$ cat config.mk
export PLATFORM = sky130hd
export DESIGN_NAME = sem_back
export DESIGN_NICKNAME = d
export VERILOG_FILES = /design/src/sv/sem_pkg.sv /design/src/sv/sem_back.sv
export SDC_FILE = /design/constraint.sdc
export NUM_CORES = 2
export LEC_CHECK = 0
export BUFFER_PORTS_ARGS = -buffer_cell sky130_fd_sc_hd__buf_2
export CAP_MARGIN = 20
export CORE_MARGIN = 10
export CORE_UTILIZATION = 57
export CTS_CLUSTER_DIAMETER = 50
export CTS_CLUSTER_SIZE = 8
export DETAILED_ROUTE_END_ITERATION = 16
export GPL_ROUTABILITY_DRIVEN = 0
export PLACE_DENSITY = 0.75
export SLEW_MARGIN = 15
export SYNTH_ARGS = -nofsm -noshare
export SYNTH_HDL_FRONTEND = slang
export SYNTH_SLANG_ARGS = --single-unit
$ cat constraint.sdc
create_clock -name clk_i -period 84.6 [get_ports clk_i]
set_input_delay 16.92 -clock clk_i [delete_from_list [all_inputs] [get_ports clk_i]]
set_output_delay 16.92 -clock clk_i [all_outputs]
set_load 0.01 [all_outputs]
$ cat src/sv/sem_pkg.sv
// Shared types, constants and helpers of the RGB Sobel edge magnitude unit.
// Used by every module of the block; depends on nothing else.
package sem_pkg;

  localparam int unsigned DEF_MAX_WIDTH  = 1024;
  localparam int unsigned DEF_MAX_HEIGHT = 1024;
  localparam int unsigned CFG_W          = 11;
  localparam int unsigned CH_W           = 8;
  localparam int unsigned PIX_W          = 3 * CH_W;
  localparam int unsigned FIFO_DEPTH     = 4;
  localparam logic [CFG_W-1:0] RESET_WIDTH  = 11'd640;
  localparam logic [CFG_W-1:0] RESET_HEIGHT = 11'd480;
  localparam logic [20:0]      CAP_LIMIT    = 21'd65280;
  localparam logic [CH_W-1:0]  CAP_VALUE    = 8'd255;

  typedef enum logic [1:0] {
    REG_WIDTH  = 2'd0,
    REG_HEIGHT = 2'd1
  } sem_reg_e;

  typedef enum logic [1:0] {
    F_IDLE,
    F_LOOK,
    F_TAIL
  } sem_front_e;

  typedef enum logic [2:0] {
    B_IDLE,
    B_GRAD,
    B_SQ,
    B_ROOT,
    B_FIN,
    B_PUSH
  } sem_back_e;

  // One result to compute: nine window pixels, index column * 3 + row
  // (columns left, middle, right; rows top, middle, bottom).
  typedef struct packed {
    logic [8:0][PIX_W-1:0] pix;
    logic                  run_last;
    logic                  frame_last;
  } sem_job_t;

  typedef struct packed {
    logic empty;
    logic full;
    logic room2;
  } sem_fifo_stat_t;

  // Channel k of a packed pixel: 0 red, 1 green, 2 blue.
  function automatic logic [CH_W-1:0] sem_chan(logic [PIX_W-1:0] p, int unsigned k);
    sem_chan = p[(2 - k) * CH_W +: CH_W];
  endfunction

endpackage

$ cat src/sv/sem_back.sv
// Back of the Sobel unit: gradients, sum of squares, bit-serial rounded
// square root and the output register. Depends on sem_pkg.
module sem_back (
  input  logic                        clk_i,
  input  logic                        rst_ni,
  input  sem_pkg::sem_fifo_stat_t     stat_i,
  input  sem_pkg::sem_job_t           job_i,
  output logic                        pop_o,
  output logic                        valid_o,
  input  logic                        ready_i,
  output logic [sem_pkg::PIX_W-1:0]   data_o,
  output logic                        last_o,
  output logic                        user_o
);
  import sem_pkg::*;

  sem_back_e         state_q, state_d;
  sem_job_t          job_q;
  logic [9:0]        ax_q [3];
  logic [9:0]        ay_q [3];
  logic [9:0]        ax_d [3];
  logic [9:0]        ay_d [3];
  logic [20:0]       s_q  [3];
  logic [20:0]       s_d  [3];
  logic [7:0]        n_q  [3];
  logic [7:0]        n_d  [3];
  logic [7:0]        res_q [3];
  logic [7:0]        res_d [3];
  logic [2:0]        bit_q;
  logic              out_v_q;
  logic [PIX_W-1:0]  out_data_q;
  logic              out_last_q, out_user_q;
  logic              load;

  always_comb begin
    logic signed [11:0] dx0, dx1, dx2, dy0, dy1, dy2, gx, gy;
    logic [19:0]        sqx, sqy;
    logic [7:0]         t;
    logic [15:0]        tt;
    logic [16:0]        nn;
    for (int k = 0; k < 3; k++) begin
      dx0 = $signed({4'b0, sem_chan(job_q.pix[6], k)}) - $signed({4'b0, sem_chan(job_q.pix[0], k)});
      dx1 = $signed({4'b0, sem_chan(job_q.pix[7], k)}) - $signed({4'b0, sem_chan(job_q.pix[1], k)});
      dx2 = $signed({4'b0, sem_chan(job_q.pix[8], k)}) - $signed({4'b0, sem_chan(job_q.pix[2], k)});
      dy0 = $signed({4'b0, sem_chan(job_q.pix[2], k)}) - $signed({4'b0, sem_chan(job_q.pix[0], k)});
      dy1 = $signed({4'b0, sem_chan(job_q.pix[5], k)}) - $signed({4'b0, sem_chan(job_q.pix[3], k)});
      dy2 = $signed({4'b0, sem_chan(job_q.pix[8], k)}) - $signed({4'b0, sem_chan(job_q.pix[6], k)});
      gx = dx0 + (dx1 <<< 1) + dx2;
      gy = dy0 + (dy1 <<< 1) + dy2;
      ax_d[k] = gx[11] ? 10'(-gx) : gx[9:0];
      ay_d[k] = gy[11] ? 10'(-gy) : gy[9:0];

      sqx = ax_q[k] * ax_q[k];
      sqy = ay_q[k] * ay_q[k];
      s_d[k] = {1'b0, sqx} + {1'b0, sqy};

      // One bit of the integer root per cycle, most significant first.
      t  = n_q[k] | (8'd1 << bit_q);
      tt = t * t;
      n_d[k] = ({5'b0, tt} <= s_q[k]) ? t : n_q[k];

      // Round to nearest: step up when s lies past n*n + n; a sum past CAP_LIMIT gives CAP_VALUE.
      nn = {1'b0, 16'(n_q[k]) * 16'(n_q[k])} + {9'b0, n_q[k]};
      if (s_q[k] > CAP_LIMIT) begin
        res_d[k] = CAP_VALUE;
      end else if (s_q[k] > {4'b0, nn}) begin
        res_d[k] = n_q[k] + 8'd1;
      end else begin
        res_d[k] = n_q[k];
      end
    end
  end

  always_comb begin
    state_d = state_q;
    case (state_q)
      B_IDLE: if (!stat_i.empty) state_d = B_GRAD;
      B_GRAD: state_d = B_SQ;
      B_SQ:   state_d = B_ROOT;
      B_ROOT: if (bit_q == '0) state_d = B_FIN;
      B_FIN:  state_d = B_PUSH;
      B_PUSH: if (!out_v_q || ready_i) state_d = B_IDLE;
      default: state_d = B_IDLE;
    endcase
  end

  always_comb begin
    pop_o = 1'b0;
    load  = 1'b0;
    case (state_q)
      B_IDLE:  pop_o = !stat_i.empty;
      B_PUSH:  load  = !out_v_q || ready_i;
      default: ;
    endcase
  end

  always_ff @(posedge clk_i or negedge rst_ni) begin
    if (!rst_ni) begin
      state_q <= B_IDLE;
      out_v_q <= 1'b0;
      bit_q   <= '0;
    end else begin
      state_q <= state_d;
      if (load) begin
        out_v_q <= 1'b1;
      end else if (ready_i) begin
        out_v_q <= 1'b0;
      end
      if (state_q == B_SQ) begin
        bit_q <= 3'd7;
      end else if (state_q == B_ROOT) begin
        bit_q <= bit_q - 3'd1;
      end
    end
  end

  always_ff @(posedge clk_i) begin
    if (pop_o) begin
      job_q <= job_i;
    end
    for (int k = 0; k < 3; k++) begin
      case (state_q)
        B_GRAD: begin
          ax_q[k] <= ax_d[k];
          ay_q[k] <= ay_d[k];
        end
        B_SQ: begin
          s_q[k] <= s_d[k];
          n_q[k] <= '0;
        end
        B_ROOT: n_q[k] <= n_d[k];
        B_FIN:  res_q[k] <= res_d[k];
        default: ;
      endcase
    end
    if (load) begin
      out_data_q <= {res_q[2], res_q[1], res_q[0]};
      out_last_q <= job_q.run_last;
      out_user_q <= job_q.frame_last;
    end
  end

  assign valid_o = out_v_q;
  assign data_o  = out_data_q;
  assign last_o  = out_last_q;
  assign user_o  = out_user_q;

endmodule

; After elaboration in Yosys (flattened, before gate mapping)
; Memories as Yosys holds them, arrays and structs flattened. A register that Yosys moved wholly into a read port is not among the register bits.
; Index checks and enable logic that the tools add are counted.
; W data, S select, Z words.
[totals]
reg_bits = 203
ram_bits = 171
inputBits = 224
output_inout_bits = 28
word_cells = 146
mem_count = 5
[mem_list]
columns = memory, depth, width, rd, rd_clocked_by_memory_dff, write_ports, line_no
row1 = s_q, 3, 21, 3, 0, 3, sem_back.sv:23  ; logic [20:0] s_q [3];
row2 = ax_q, 3, 10, 3, 0, 3, sem_back.sv:19  ; logic [9:0] ax_q [3];
row3 = ay_q, 3, 10, 3, 0, 3, sem_back.sv:20  ; logic [9:0] ay_q [3];
row4 = n_q, 3, 8, 3, 0, 3, sem_back.sv:25  ; logic [7:0] n_q [3];
row5 = res_q, 3, 8, 3, 3, 3, sem_back.sv:27  ; logic [7:0] res_q [3];
[classes]
addsub = 46
multipliers = 12
order_cmp = 9
n_eq_ne = 8
n_shift = 1
muxes = 36
bitwise = 6
n_reduce_logical = 8
[ops]
columns = operator, n
row1 = $sub A8 B8 Y9, 18
row2 = $mul A10 B10 Y20, 6
row3 = $mul A8 B8 Y16, 6
row4 = $mux W8, 12
row5 = $add A11 B9 Y12, 6
row6 = $add A9 B10 Y11, 6
row7 = $add A20 B20 Y21, 3
row8 = $gt A21 B16 Y1 const B, 3
row9 = $gt A21 B17 Y1, 3
row10 = $le A16 B21 Y1, 3
row11 = $mux W10, 6
row12 = $neg A10 Y10, 6
row13 = $add A16 B8 Y17, 3
row14 = $add A8 B1 Y8 const B, 3
row15 = $or A8 B8 Y8, 3
row16 = $pmux W3 S6, 1
row17 = $mux W3, 5
row18 = $mux W1, 12
row19 = $shl A1 B3 Y8 const A, 1
row20 = $eq A3 B2 Y1 const B, 2
row21 = $eq A3 B3 Y1 const B, 2
row22 = $logic_not A3 Y1, 2
row23 = $ne A2 B2 Y1 const B, 3
row24 = $reduce_bool A2 Y1, 2
row25 = other kinds (6), 9

; Longest topological paths before layout
[depth]
depth_word = 6
ltp_mapped = 29
depth_no_buf = 28

; Worst setup path after synthesis
; Ideal clock, no wire load.
[synth_path]
path_type = input to output
start = input port stat_i[2] (netlist name)
end = output port pop_o
t_arrival_ns = 35.378
required_time_ns = 67.680
setup_slack_ns = 32.302
cell_stages = 1
n_path_buf = 0
cell_sequence = nor4_1
[synth_between]
elab_chain_len = 2
[synth_lines]
columns = element, line_no
row1 = "start, declared", sem_back.sv:6  ; input sem_pkg::sem_fifo_stat_t stat_i,
row2 = $logic_not A1 Y1, sem_back.sv:91  ; B_IDLE: pop_o = !stat_i.empty;
row3 = $mux W1, sem_back.sv:90  ; case (state_q)
row4 = "end, declared", sem_back.sv:8  ; output logic pop_o,
; Every way passes these cells.

; Final worst setup path
; Ends and elaborated chain as after synthesis.

==> results.md <==
- Max-Cap Viols: 0
- Final hold violations: 0
- Final setup fails: 0
- Synth Area per Inst: 9.91 sq um
- # DRC: 0
- Max Root-Sink Buffers: 3
- Seq/Total Area, Yosys: ~23%
- CTS root buf: clkbuf_16
- Io pins: around 250
- Crit path to: pop_o
- Post-CTS Setup Inserts: 0
- Worst clock skew: around 0.042 ns
- Initial DRT Pass Iterations: 7
- Via count: 35200
- Routed len/inst: 15.1 um
- R2R setup slack: approximately 77 ns
- Worst Hold Class: reg2reg
- Total core area: between 90000 and 100000 sq um
- Via-to-Cell Ratio: 5.27
- Pin count of the biggest net entering global routing: 83
- Mapped cell area: approximately 52000 sq um
- Vias in the first global route: between 30000 and 40000
- Synth-to-Final Area Change: 8.61%
- Worst slew pin tran: between 1 and 1.5 ns
- Clock Latency Late Sink: between 0.6 and 0.7 ns
- FMAX: between 20 and 30 MHz
- R2r worst-path depth: 23
- FFs w/ async S/R, synth: approximately 1.8%
- Layout cells sized above 1: about 6.9%
- CTS tree: yes
- ANT cells: 0
- Worst Setup Start Kind: primary input
- CP required: ~68 ns
- First-pass GRT wire length: ~180000 um
- Final WL: between 100000 and 150000 um
- Placed cell count: approximately 6600
- Final Max Slew Viols: 0
- Final net count: between 7000 and 8000
- Setup TNS: 0 ns
- Status: completed
- Setup crit end kind: primary output
- Clock Pin Slew Worst Setup and Hold Paths: about 0.040 ns
- # resized after CTS: 0
- Post-synth EDFFs: 391
- Tot GR Track Use: roughly 20%
- Layout fillers: roughly 7400
- # port buffers: ~230
- R2r endpoint: n_q[1][4]$_SDFFCE_PN0P_
- Synth warnings: 0
- Initial Util: 57.6%
- Distinct cells, synth: 74
- Maximum fanout along the worst path: 38
- Slew HR: 28.3%
- Initial antenna violation count: 0
- Final Critical Period: 35.08 ns
- RSZ-0062 raised after global routing: no
- Die area: 104000 sq um
- Critical Path AT: about 18 ns
- Cells after synthesis: between 5000 and 6000
- Synth Flop Type: edfxtp_1
- Rows: 110
- Die Y: roughly 320 um
- WS Path Type: in2out
- CP startpoint: stat_i[2]
- Die width: approximately 320 um
- CTS sink count: 398
- Hold_ws: just over 0.4 ns
- Total CTS buffers: around 70
- Grt ovf: 0
- Hold-fix buffers, CTS: 0
- First DRT Iteration DRCs: 1830
- CTS H-tree lvls: 3
- #FFs+latches synth: roughly 400
- Final Non-Filler Cells: between 6000 and 7000
- Mapped Nets: around 6900
- Post-DRT Antenna Nets: 0
- Period utilisation layout: between 40% and 50%
- Reg2reg start: bit_q[0]$_DFFE_PN0P_
- Post-detail-place hpwl: between 80000 and 90000 um
==> stage by stage <==
step | util [%] | instance area (sq um) | setup slack, ns
2_1_floorplan | - | 52100 | 32.30
3_3_place_gp | 60.3 | 54500 | 49.55
3_5_place_dp | 60.3 | 54500 | 49.51
4_1_cts | 62.6 | 56600 | 49.50
5_1_grt | 62.6 | 56600 | 49.43
6_report | 62.6 | 56600 | 49.52
==> per-layer routing <==
metal	vias up	share of wire, %	GRT usage [%]
met1	17100	45	27.0
met5	-	0	0
li1	17300	-	-
met2	705	48	34.5
met3	179	4.7	3.26
met4	0	2.6	5.86
==> kinds of logic (layout without fill, tap and decap cells) <==
logic type,count (synthesis),count (layout),synth area share (%)
xor gates and xnor gates,373,373,6.27
and+or+nand+nor,1088,1088,10.2
other,2,2,0.0144
AOI/OAI and AO/OA,685,685,8.26
DFF,398,398,22.9
muxes,10,10,0.216
adders and majority gates,1399,1399,42.8
buffers and inverters,1303,1558,9.39
==> sequential cells by signal (all words and copies together) (netlist names) <==
| name | cells |
|---|---|
| bit_q | 3 |
| ay_q | 30 |
| state_q | 3 |
| user_o | 1 |
| n_q | 24 |
| last_o | 1 |
| job_q | 194 |
| data_o | 24 |
| s_q | 63 |
| valid_o | 1 |
| res_q | 24 |
| ax_q | 30 |
==> cells in the final DEF (no fill, tap or decap), types with 124 or more instances in the layout <==
master    count
nor2_1      296
edfxtp_1    391
inv_1      1218
a21oi_1     231
buf_2       226
o21ai_0     124
xnor2_1     260
ha_1        759
fa_1        640
nand2_1     294
and2_1      181
==> synthesized netlist by cell type, drive strengths merged (16+ instances only) <==
master | n | share of area (%)
a21o | 109 | 1.6
a21oi | 231 | 2.2
a31oi | 22 | 0.26
and2 | 181 | 2.2
and3 | 16 | 0.19
clkbuf | 82 | 0.59
edfxtp | 391 | 23
fa | 640 | 25
ha | 759 | 18
inv | 1218 | 8.8
nand2 | 295 | 2.1
nand2b | 56 | 0.67
nand3 | 41 | 0.40
nand4 | 25 | 0.30
nor2 | 299 | 2.2
nor2b | 67 | 0.80
nor3 | 37 | 0.36
nor4 | 17 | 0.20
o211ai | 20 | 0.30
o21a | 23 | 0.33
o21ai | 130 | 1.2
o21bai | 59 | 0.85
or2 | 19 | 0.23
xnor2 | 260 | 4.4
xor2 | 113 | 1.9
==> critical path, cell delays in order <==
cell and delay [ns]:
buf_2 0.11, nor4_2 0.27, buf_4 0.55, buf_2 0.25
==> area by class of cell <==
class                      instances  area (sq um)  area share, %
multi-input combinational       3557         35300           62.4
sequential                       398         11900           21.1
inverter                        1219          4580           8.09
clock buffer                      80          1790           3.16
tap                             1176          1470           2.60
timing repair buffer             240          1240           2.18
clock inverter                    19           268          0.473
==> worst min path at each step <==
stage	startpoint	to	slack (ns)	cells past startpoint
final	job_q[1]$_DFFE_PP_	last_o$_DFFE_PP_	0.41	0
after global routing	res_q[0][13]$_SDFFCE_PN1P_	data_o[13]$_DFFE_PP_	0.42	0
after CTS	res_q[0][13]$_SDFFCE_PN1P_	data_o[13]$_DFFE_PP_	0.42	0
after detailed placement	res_q[0][13]$_SDFFCE_PN1P_	data_o[13]$_DFFE_PP_	0.40	0
after global placement	job_q[1]$_DFFE_PP_	last_o$_DFFE_PP_	0.40	0
after floorplan	res_q[0][0]$_SDFFCE_PN1P_	data_o[0]$_DFFE_PP_	0.40	0
Power is left out: the tool's default activity adds up to more than one toggle a clock period on the data nets, which glitch-free logic cannot reach.
